[src/fte_pkg.sv]
package fte_pkg;

	localparam int SLOTS_DEF = 16;
	localparam int MAX_FIRE  = 16;
	localparam int QDEPTH    = 2;

	localparam logic [2:0]  ACT_STOP_REC = 3'd2;
	localparam logic [30:0] LATE_MAX     = '1;

	typedef enum logic [1:0] {
		FN_SCHED      = 2'd0,
		FN_CANCEL     = 2'd1,
		FN_CANCEL_ALL = 2'd2,
		FN_PROCESS    = 2'd3
	} func_t;

	typedef struct packed {
		logic [1:0]  func;
		logic [2:0]  action;
		logic [47:0] target_frame;
		logic [31:0] cancel_id;
		logic [47:0] buffer_start;
		logic [15:0] frame_count;
	} req_t;

	typedef struct packed {
		logic        ok;
		logic        fired;
		logic [31:0] event_id;
		logic [2:0]  fired_action;
		logic [47:0] fired_target;
		logic [30:0] lateness;
		logic        last;
	} rsp_t;

	typedef struct packed {
		func_t       func;
		logic [2:0]  action;
		logic [47:0] target;
		logic [31:0] cancel_id;
		logic [47:0] bstart;
		logic [48:0] bend;
	} cmd_t;

	typedef struct packed {
		logic [31:0] id;
		logic [2:0]  kind;
		logic [47:0] due;
	} slot_t;

endpackage

[src/fte_front.sv]
module fte_front import fte_pkg::*; (
	input  logic clk,
	input  logic arst_n,
	input  logic req_valid,
	output logic req_stall,
	input  req_t req,
	output logic cmd_valid,
	output cmd_t cmd,
	input  logic cmd_pop
);

	localparam int PW = $clog2(QDEPTH);
	localparam int CW = $clog2(QDEPTH + 1);

	cmd_t           queue_q [QDEPTH];
	logic [PW-1:0]  wr_ptr_q;
	logic [PW-1:0]  rd_ptr_q;
	logic [CW-1:0]  cnt_q;
	logic           push;
	logic           pop;
	cmd_t           cmd_in;

	assign req_stall = (cnt_q == CW'(QDEPTH));
	assign cmd_valid = (cnt_q != '0);
	assign push      = req_valid && !req_stall;
	assign pop       = cmd_pop && cmd_valid;
	assign cmd       = queue_q[rd_ptr_q];

	always_comb begin
		cmd_in.func      = func_t'(req.func);
		cmd_in.action    = req.action;
		cmd_in.target    = req.target_frame;
		cmd_in.cancel_id = req.cancel_id;
		cmd_in.bstart    = req.buffer_start;
		cmd_in.bend      = {1'b0, req.buffer_start} + {33'd0, req.frame_count};
	end

	always_ff @(posedge clk) begin
		if (push) begin
			queue_q[wr_ptr_q] <= cmd_in;
		end
	end

	always_ff @(posedge clk or negedge arst_n) begin
		if (!arst_n) begin
			wr_ptr_q <= '0;
			rd_ptr_q <= '0;
			cnt_q    <= '0;
		end else begin
			if (push) begin
				wr_ptr_q <= (wr_ptr_q == PW'(QDEPTH - 1)) ? '0 : wr_ptr_q + 1'b1;
			end
			if (pop) begin
				rd_ptr_q <= (rd_ptr_q == PW'(QDEPTH - 1)) ? '0 : rd_ptr_q + 1'b1;
			end
			case ({push, pop})
				2'b10:   cnt_q <= cnt_q + 1'b1;
				2'b01:   cnt_q <= cnt_q - 1'b1;
				default: cnt_q <= cnt_q;
			endcase
		end
	end

endmodule

[src/fte_back.sv]
module fte_back import fte_pkg::*; #(
	parameter int SLOTS = SLOTS_DEF
) (
	input  logic clk,
	input  logic arst_n,
	input  logic cmd_valid,
	input  cmd_t cmd,
	output logic cmd_pop,
	output logic rsp_valid,
	input  logic rsp_stall,
	output rsp_t rsp
);

	localparam int IW = (SLOTS > 1) ? $clog2(SLOTS) : 1;
	localparam int NW = $clog2(MAX_FIRE + 1);

	typedef enum logic [2:0] {
		ST_IDLE  = 3'b001,
		ST_EVAL  = 3'b010,
		ST_FLUSH = 3'b100
	} state_t;

	state_t          st_q;
	cmd_t            cmd_q;
	logic [SLOTS-1:0] pend_q;
	slot_t           mem [SLOTS];
	slot_t           rd_q;
	logic [IW-1:0]   idx_q;
	logic [IW-1:0]   rd_addr;
	logic [NW-1:0]   n_q;
	logic [31:0]     ctr_q;
	rsp_t            hold_q;
	rsp_t            out_q;
	logic            hold_fire_q;
	logic            out_valid_q;

	logic            take;
	logic            last_slot;
	logic            out_free;
	logic            pend_cur;
	logic [31:0]     new_id;
	logic [31:0]     ctr_next;
	logic            is_late;
	logic [47:0]     diff;
	logic [30:0]     late;
	logic            due;
	logic            sched_hit;
	logic            cancel_hit;
	logic            fire;
	logic            fire_block;
	logic            cap;
	logic            finish;
	logic            eval_go;
	logic            advance;
	logic            out_emit;
	rsp_t            fire_rsp;
	rsp_t            hold_d;
	rsp_t            out_d;

	assign cmd_pop   = (st_q == ST_IDLE);
	assign take      = (st_q == ST_IDLE) && cmd_valid;
	assign last_slot = (idx_q == IW'(SLOTS - 1));
	assign out_free  = !out_valid_q || !rsp_stall;
	assign pend_cur  = pend_q[idx_q];
	assign new_id    = (ctr_q == '0) ? 32'd1 : ctr_q;
	assign ctr_next  = (ctr_q == '0) ? 32'd2 : ctr_q + 32'd1;

	assign is_late = (rd_q.due < cmd_q.bstart);
	assign diff    = cmd_q.bstart - rd_q.due;
	assign late    = !is_late ? '0 : ((diff[47:31] != '0) ? LATE_MAX : diff[30:0]);
	assign due     = pend_cur && ((rd_q.kind == ACT_STOP_REC) ? is_late :
			({1'b0, rd_q.due} <= cmd_q.bend));

	assign sched_hit  = (cmd_q.func == FN_SCHED) && !pend_cur;
	assign cancel_hit = (cmd_q.func == FN_CANCEL) && (cmd_q.cancel_id != '0) && pend_cur &&
			(rd_q.id == cmd_q.cancel_id);
	assign fire       = (cmd_q.func == FN_PROCESS) && due;
	assign fire_block = fire && hold_fire_q && !out_free;
	assign cap        = fire && (n_q == NW'(MAX_FIRE - 1));
	assign finish     = sched_hit || cancel_hit || cap || last_slot;
	assign eval_go    = (st_q == ST_EVAL) && !fire_block;
	assign advance    = eval_go && !finish;
	assign out_emit   = (eval_go && fire && hold_fire_q) || ((st_q == ST_FLUSH) && out_free);

	always_comb begin
		if (advance) begin
			rd_addr = idx_q + 1'b1;
		end else if (st_q == ST_IDLE) begin
			rd_addr = '0;
		end else begin
			rd_addr = idx_q;
		end
	end

	always_comb begin
		fire_rsp              = '0;
		fire_rsp.ok           = 1'b1;
		fire_rsp.fired        = 1'b1;
		fire_rsp.event_id     = rd_q.id;
		fire_rsp.fired_action = rd_q.kind;
		fire_rsp.fired_target = rd_q.due;
		fire_rsp.lateness     = late;
		hold_d                = hold_q;
		if (take) begin
			hold_d    = '0;
			hold_d.ok = (cmd.func == FN_CANCEL_ALL) || (cmd.func == FN_PROCESS);
		end else if (eval_go) begin
			if (sched_hit) begin
				hold_d.ok       = 1'b1;
				hold_d.event_id = new_id;
			end
			if (cancel_hit) begin
				hold_d.ok = 1'b1;
			end
			if (fire) begin
				hold_d = fire_rsp;
			end
		end
		out_d                 = hold_q;
		out_d.last            = (st_q == ST_FLUSH);
	end

	always_ff @(posedge clk) begin
		if (eval_go && sched_hit) begin
			mem[idx_q] <= '{id: new_id, kind: cmd_q.action, due: cmd_q.target};
		end
		rd_q <= mem[rd_addr];
	end

	always_ff @(posedge clk) begin
		if (take) begin
			cmd_q <= cmd;
		end
		hold_q <= hold_d;
		if (out_emit) begin
			out_q <= out_d;
		end
	end

	always_ff @(posedge clk or negedge arst_n) begin
		if (!arst_n) begin
			st_q        <= ST_IDLE;
			pend_q      <= '0;
			idx_q       <= '0;
			n_q         <= '0;
			ctr_q       <= 32'd1;
			hold_fire_q <= 1'b0;
			out_valid_q <= 1'b0;
		end else begin
			if (out_emit) begin
				out_valid_q <= 1'b1;
			end else if (!rsp_stall) begin
				out_valid_q <= 1'b0;
			end
			case (st_q)
				ST_IDLE: begin
					if (cmd_valid) begin
						idx_q       <= '0;
						n_q         <= '0;
						hold_fire_q <= 1'b0;
						if (cmd.func == FN_CANCEL_ALL) begin
							pend_q <= '0;
							st_q   <= ST_FLUSH;
						end else begin
							st_q <= ST_EVAL;
						end
					end
				end
				ST_EVAL: begin
					if (!fire_block) begin
						if (sched_hit) begin
							pend_q[idx_q] <= 1'b1;
							ctr_q         <= ctr_next;
						end
						if (cancel_hit || fire) begin
							pend_q[idx_q] <= 1'b0;
						end
						if (fire) begin
							hold_fire_q <= 1'b1;
							n_q         <= n_q + 1'b1;
						end
						if (finish) begin
							st_q <= ST_FLUSH;
						end else begin
							idx_q <= idx_q + 1'b1;
						end
					end
				end
				ST_FLUSH: begin
					if (out_free) begin
						st_q <= ST_IDLE;
					end
				end
				default: begin
					st_q <= ST_IDLE;
				end
			endcase
		end
	end

	assign rsp_valid = out_valid_q;
	assign rsp       = out_q;

	a_hold_fire_process: assert property (@(posedge clk) disable iff (!arst_n)
		hold_fire_q |-> (cmd_q.func == FN_PROCESS))
		else $error("held fire outside a process transaction");

	a_fire_cap: assert property (@(posedge clk) disable iff (!arst_n)
		n_q <= NW'(MAX_FIRE))
		else $error("fire count beyond cap");

	a_sched_claims: assert property (@(posedge clk) disable iff (!arst_n)
		eval_go && sched_hit |=> pend_q[$past(idx_q)])
		else $error("scheduled slot not pending");

	a_flush_last: assert property (@(posedge clk) disable iff (!arst_n)
		(st_q == ST_FLUSH) && out_free |=> out_valid_q && out_q.last)
		else $error("final result not marked last");

	a_fired_ok: assert property (@(posedge clk) disable iff (!arst_n)
		out_valid_q && out_q.fired |-> out_q.ok && (out_q.event_id != '0))
		else $error("fired result without ok or id");

endmodule

[src/frame_timed_event_table.sv]
// Timed event table with SLOTS slots.
// Request channel req_valid/req_stall/req carries one command per transaction:
// schedule, cancel, cancel all or process buffer. Response channel
// rsp_valid/rsp_stall/rsp returns one result per transaction for schedule,
// cancel and cancel all, and for process buffer one result per fired event
// (at most MAX_FIRE) or a single empty result; last marks the final one.
// A two-entry command queue sits in front of the slot sequencer, so new
// commands are taken while a result waits on rsp_stall.
// The sequencer walks the slots one per cycle when not held, from a registered
// slot memory: schedule and cancel stop at the first hit, process buffer visits
// every slot until the walk ends or the MAX_FIRE-th event fires.
// A command passes through the idle, walk and flush states; cancel all goes
// from idle straight to flush.
// A later fired event holds the walk while the output is full and stalled.
// Reset marks every slot empty, sets the id counter to 1 and empties the queue.
// While rsp_stall is high the result holds and the sequencer halts at flush or
// on a later fired event; the queue then fills and req_stall rises.
module frame_timed_event_table import fte_pkg::*; #(
	parameter int SLOTS = SLOTS_DEF
) (
	input  logic clk,
	input  logic arst_n,
	input  logic req_valid,
	output logic req_stall,
	input  req_t req,
	output logic rsp_valid,
	input  logic rsp_stall,
	output rsp_t rsp
);

	logic cmd_valid;
	cmd_t cmd;
	logic cmd_pop;

	fte_front u_front (
		.clk       (clk),
		.arst_n    (arst_n),
		.req_valid (req_valid),
		.req_stall (req_stall),
		.req       (req),
		.cmd_valid (cmd_valid),
		.cmd       (cmd),
		.cmd_pop   (cmd_pop)
	);

	fte_back #(
		.SLOTS (SLOTS)
	) u_back (
		.clk       (clk),
		.arst_n    (arst_n),
		.cmd_valid (cmd_valid),
		.cmd       (cmd),
		.cmd_pop   (cmd_pop),
		.rsp_valid (rsp_valid),
		.rsp_stall (rsp_stall),
		.rsp       (rsp)
	);

endmodule

[config.mk]
export PLATFORM = sky130hd
export DESIGN_NAME = frame_timed_event_table
export DESIGN_NICKNAME = d
export VERILOG_FILES = /design/src/fte_pkg.sv /design/src/fte_front.sv /design/src/fte_back.sv /design/src/frame_timed_event_table.sv
export SDC_FILE = /design/constraint.sdc
export NUM_CORES = 2
export LEC_CHECK = 0
export BUFFER_PORTS_ARGS = -buffer_cell sky130_fd_sc_hd__clkbuf_2
export CAP_MARGIN = 40
export CORE_MARGIN = 2
export CORE_UTILIZATION = 27
export CTS_BUF_LIST = sky130_fd_sc_hd__clkbuf_8
export CTS_CLUSTER_SIZE = 25
export DETAILED_ROUTE_END_ITERATION = 10
export GPL_TIMING_DRIVEN = 0
export PLACE_DENSITY = 0.44
export SLEW_MARGIN = 20
export SYNTH_ARGS = -nofsm -noshare
export SYNTH_HDL_FRONTEND = slang
export SYNTH_HIERARCHICAL = 1
export SYNTH_SLANG_ARGS = --single-unit
[constraint.sdc]
create_clock -name clk -period 32.4 [get_ports clk]
set_input_delay 3.24 -clock clk [delete_from_list [all_inputs] [get_ports clk]]
set_output_delay 3.24 -clock clk [all_outputs]
set_load 0.02 [all_outputs]
==> flow_summary.html <==
<table>
<tr><th>Metric</th><th>Value</th></tr>
<tr><th colspan="2">Logic synthesis</th></tr>
<tr><td>Number of library cell types mapped by synthesis</td><td>90</td></tr>
<tr><td>Portion of synthesized cell area occupied by the leading cell type</td><td>65.0%</td></tr>
<tr><td>Share of synthesized flip-flops with an asynchronous set or reset</td><td>under 10%</td></tr>
<tr><td>Synth top area cells</td><td>edfxtp_1 65%, mux2_2 4.9%, dfxtp_1 4.3%, o31ai_1 2.1%, dfrtp_1 1.7%</td></tr>
<tr><td>Per-instance average area after synthesis</td><td>14.9 um2</td></tr>
<tr><td>Yosys reg bits</td><td>around 2300</td></tr>
<tr><td>Proportion of synthesized chip area in sequential cells</td><td>71.1%</td></tr>
<tr><td>Leading area contributor after synthesis</td><td>edfxtp_1</td></tr>
<tr><td>Most frequently used flop master after synthesis</td><td>edfxtp_1</td></tr>
<tr><td>Number of warnings issued by yosys</td><td>6</td></tr>
<tr><td>Post-synthesis instance area</td><td>slightly above 90000 um2</td></tr>
<tr><td>Post-synth EDFFs</td><td>about 2000</td></tr>
<tr><td>Synth Net Count</td><td>approximately 6400</td></tr>
<tr><td>Synthesized instance count</td><td>between 6000 and 7000</td></tr>
<tr><th colspan="2">CTS</th></tr>
<tr><td>Clock tree from TritonCTS</td><td>yes</td></tr>
<tr><td>Hold buffers post-CTS</td><td>0</td></tr>
<tr><td>Register clock-pin slew on the reported worst setup and hold paths</td><td>~60 ps</td></tr>
<tr><td>Setup Fix Bufs, Post-CTS</td><td>0</td></tr>
<tr><td>Post-CTS sizing</td><td>0</td></tr>
<tr><td>Number of clock buffers inserted by TritonCTS</td><td>between 300 and 400</td></tr>
<tr><td>Skew-Pair Late Insertion Delay</td><td>1000 ps</td></tr>
<tr><td>Maximum number of buffers from clock root to sink</td><td>4</td></tr>
<tr><td>CTS Sinks</td><td>between 2000 and 2500</td></tr>
<tr><td>CTS Root Buffer Type</td><td>clkbuf_8</td></tr>
<tr><td>Count of H-tree levels built during CTS</td><td>5</td></tr>
<tr><th colspan="2">Detailed routing</th></tr>
<tr><td>DRC Markers</td><td>0</td></tr>
<tr><td>Violation count after the first detailed-route iteration</td><td>roughly 5100</td></tr>
<tr><td>Pre-Repair DR Iteration Count</td><td>6</td></tr>
<tr><td>Wire length after detailed routing</td><td>between 200 and 300 mm</td></tr>
<tr><td>Number of routed nets with antenna violations</td><td>0</td></tr>
<tr><td>Detailed-route vias per instance</td><td>roughly 4.9</td></tr>
<tr><td>Total vias in the final route</td><td>~58000</td></tr>
<tr><td>Routed length per placed instance</td><td>24.9 um</td></tr>
<tr><th colspan="2">Global route</th></tr>
<tr><td>Peak-usage layer in the global routing report</td><td>met2</td></tr>
<tr><td>Met2 track utilization from global routing</td><td>a little over a quarter</td></tr>
<tr><td>First-pass GRT wire length</td><td>about 420 mm</td></tr>
<tr><td>Number of antenna violations at the first check in global routing</td><td>40</td></tr>
<tr><td>Global-route congestion overflow total</td><td>0</td></tr>
<tr><td>Global routing met3 resource utilization</td><td>under 10%</td></tr>
<tr><td>Maximum number of pins on one net before global-route repair</td><td>47</td></tr>
<tr><td>Via count of the first global-routing pass</td><td>approximately 58000</td></tr>
<tr><td>Met1 routing resource usage after global routing</td><td>23.6%</td></tr>
<tr><td>Total track usage</td><td>about 17%</td></tr>
<tr><th colspan="2">Setup path</th></tr>
<tr><td>CP max FO</td><td>10</td></tr>
<tr><td>Setup CP Type</td><td>reg -&gt; reg</td></tr>
<tr><td>Library cell appearing most often on the critical path</td><td>clkbuf_1</td></tr>
<tr><td>Critical path endpoint category</td><td>register</td></tr>
<tr><td>Startpoint types</td><td>register</td></tr>
<tr><td>List of cells traversed by the critical path</td><td>inv_1, ha_1, clkbuf_1, nand2_1, nor4_1, a22oi_1, a211oi_1, o31ai_2, buf_4, a21o_1, o21ai_0, nand3_1, a21oi_1, buf_2, clkbuf_1, a32oi_1, o211ai_1</td></tr>
<tr><td>Worst stage delay on the critical path</td><td>about 800 ps</td></tr>
<tr><td>Arrival time at the worst endpoint</td><td>7980 ps</td></tr>
<tr><td>Cell at the slowest stage of the critical path</td><td>buf_2</td></tr>
<tr><td>Critical path required time</td><td>around 33000 ps</td></tr>
<tr><th colspan="2">Pwr</th></tr>
<tr><td>Cell Int Power</td><td>roughly 6.0 mW</td></tr>
<tr><td>Maximum vdd drop</td><td>slightly above 50 uV</td></tr>
<tr><td>Switching Fraction</td><td>36.6%</td></tr>
<tr><td>Switching power total</td><td>about 3.5 mW</td></tr>
<tr><td>Portion of total power attributed to the clock network</td><td>about a quarter</td></tr>
<tr><td>Register share of total power</td><td>43.0%</td></tr>
<tr><td>Total design power</td><td>~9.5 mW</td></tr>
<tr><td>Cell area power density</td><td>between 80 and 90 nW/um2</td></tr>
<tr><td>Combinational Power Share</td><td>between 30% and 40%</td></tr>
<tr><td>Reported leakage power</td><td>approximately 38 nW</td></tr>
<tr><th colspan="2">Final layout</th></tr>
<tr><td>Post-route core utilization</td><td>between 30% and 40%</td></tr>
<tr><td>Growth of design area from synthesis to finish</td><td>18.9%</td></tr>
<tr><td>Post-route design area</td><td>109000 um2</td></tr>
<tr><td>Ratio of cells with drive above 1 in the final layout</td><td>between 20% and 30%</td></tr>
<tr><td>Non-Filler Instances</td><td>11900</td></tr>
<tr><td>Flip-flop and latch area</td><td>between 60000 and 70000 um2</td></tr>
<tr><td>Net count of the finished layout</td><td>7292</td></tr>
<tr><td>Multi-input gate area</td><td>23600 um2</td></tr>
<tr><td>Filler Cell Count</td><td>approximately 34000</td></tr>
<tr><th colspan="2">Timing</th></tr>
<tr><td>Number of max-slew violations in the final report</td><td>0</td></tr>
<tr><td>Final period demand of the worst path</td><td>approximately 7200 ps</td></tr>
<tr><td>Clock skew</td><td>a little over 80 ps</td></tr>
<tr><td>Max-slew headroom at the worst pin</td><td>34.8%</td></tr>
<tr><td>Setup TNS after final layout</td><td>0 ps</td></tr>
<tr><td>Endpoints failing setup</td><td>0</td></tr>
<tr><td>Final hold viol count</td><td>0</td></tr>
<tr><td>Final clock period utilization by the worst path</td><td>roughly 22%</td></tr>
<tr><td>Hold Worst Slack</td><td>about 370 ps</td></tr>
<tr><td>Final setup slack of the worst path</td><td>about 25000 ps</td></tr>
<tr><td>Unrepaired setup endpoints after global routing</td><td>false</td></tr>
<tr><td>Tightest Pin Transition</td><td>roughly 970 ps</td></tr>
<tr><td>Highest clock frequency the design can meet</td><td>between 100 and 150 MHz</td></tr>
<tr><th colspan="2">Floorplanning</th></tr>
<tr><td>DIE AREA</td><td>approximately 350000 um2</td></tr>
<tr><td>Die Span Y</td><td>between 500 and 600 um</td></tr>
<tr><td>I/O pins</td><td>about 270</td></tr>
<tr><td>Die outline width</td><td>between 500 and 600 um</td></tr>
<tr><td>Placeable core region</td><td>between 300000 and 400000 um2</td></tr>
<tr><td>Effective utilization at floorplan</td><td>27.1%</td></tr>
<tr><td>Row cnt</td><td>214</td></tr>
<tr><th colspan="2">Place</th></tr>
<tr><td>RD Place Congestion</td><td>0.847</td></tr>
<tr><td>Dpl hpwl</td><td>between 200 and 250 mm</td></tr>
<tr><td>Post-DP Area</td><td>102000 um2</td></tr>
<tr><td>Post-placement setup slack</td><td>roughly 25000 ps</td></tr>
<tr><td>Instance count after placement with tap cells included</td><td>around 11000</td></tr>
<tr><td>Input/output buffers</td><td>around 270</td></tr>
<tr><th colspan="2">Status</th></tr>
<tr><td>Run status</td><td>completed</td></tr>
<tr><th colspan="2">Flow run</th></tr>
<tr><td>Max cap viols</td><td>0</td></tr>
<tr><th colspan="2">Hold path</th></tr>
<tr><td>Path class of the lowest-slack min-delay path</td><td>reg -&gt; reg</td></tr>
</table>
-- routing by layer --
metal	vias up	part of all wire, %
li1	25900	-
met1	29500	46
met2	1987	45
met3	428	6.1
met4	2	2.5
met5	-	0.0037
-- layout by cell type, fill, tap and decap left out, types with 83 or more instances in the layout --
master	synthesis	layout
edfxtp_1	1992	1992
inv_1	389	531
clkbuf_8	0	425
mux2_2	398	398
nand2_1	392	392
clkbuf_1	346	324
clkbuf_2	0	291
o31ai_1	253	251
a21oi_1	228	227
dfxtp_1	198	198
o2111ai_1	170	170
a32oi_1	167	167
nand4_1	128	128
ha_1	121	121
mux2_1	120	120
nor2_1	122	108
and3_1	106	105
o211ai_1	93	93
o221ai_1	85	85
xnor2_1	83	83
-- worst max-delay path, delay by kind of cell, from the launching register on --
kind,cells,cell delay (ps)
flops,1,610
buf+inv,5,1950
compound gates,8,2960
fa+ha+maj,1,290
simple gates,3,1130
-- synth_stat cells, drive strengths merged, types with 7 or more instances --
cell type	n
a21oi	231
nor4	41
o31ai	253
o221ai	85
o21ai	73
o22a	7
nor2b	12
dfrtp	64
or3	7
a41oi	32
clkbuf	346
mux2	518
mux2i	31
o21bai	20
o2111ai	170
xnor2	83
a211oi	38
o211ai	93
nand4	129
nor2	124
buf	89
ha	121
dfxtp	198
nand3	58
inv	390
a21o	41
a31oi	23
nand2	393
a32oi	167
edfxtp	1992
nand2b	9
and3	108
and2	18
nor3	41
xor2	64
-- state kept, by name, indices dropped and copies added, names as in the netlist, 2 cells and up --
name,cells
u_back/mem,1328
u_front/queue_q,364
u_back/cmd_q,182
u_back/rsp,117
u_back/hold_q,116
u_back/fire_rsp,83
u_back/ctr_q,32
u_back/pend_q,16
u_back/n_q,5
u_back/idx_q,4
u_back/st_q,3
u_front/cnt_q,2
-- worst paths after layout --
| path | startpoint | to | slack, ps | cells past startpoint |
|---|---|---|---|---|
| worst max-delay path | u_back/fire_rsp[69] | u_back/fire_rsp[55] | 25220 | 17 |
| worst min register to register | u_back/hold_q[113] | u_back/rsp[113] | 370 | 0 |
| min in group asynchronous | arst_n | u_back/ctr_q[29] | 2240 | 1 |
| worst min-delay path | u_back/hold_q[113] | u_back/rsp[113] | 370 | 0 |
| worst max register to register | u_back/fire_rsp[69] | u_back/fire_rsp[55] | 25220 | 17 |
| max in group asynchronous | arst_n | u_back/st_q[0] | 29440 | 2 |
-- final cells by class --
type,instances,area share (%)
Antenna cell,10,0.0229
Buffer,435,1.60
Clock buffer,425,5.35
Clock inverter,269,1.20
Inverter,390,1.34
Multi-Input combinational cell,3072,21.5
Sequential cell,2256,59.8
Tap cell,4536,5.19
Timing Repair Buffer,475,3.95
-- power by group through the flow --
stage / clock [mW] / combinational (mW) / sequential, mW
detailed placement: 0 / 2.97 / 4.15
finish: 2.42 / 2.98 / 4.07
floorplan: 0 / 1.79 / 4.00
CTS: 2.51 / 2.98 / 4.09
global route: 2.62 / 3.22 / 4.12
global placement: 0 / 2.83 / 4.27
-- cell families (layout without fill, tap and decap cells) --
family	after synthesis	in the layout	share of synthesized area [%]
compound gates	1284	1284	10.4
xor+xnor	147	147	1.40
fa+ha+maj	123	123	1.69
buf+inv	825	1994	3.46
flops	2256	2256	71.1
mux	554	554	6.80
other cells	0	10	0
simple gates	964	964	5.16
Note: power is estimated with default switching activity, not from simulation.
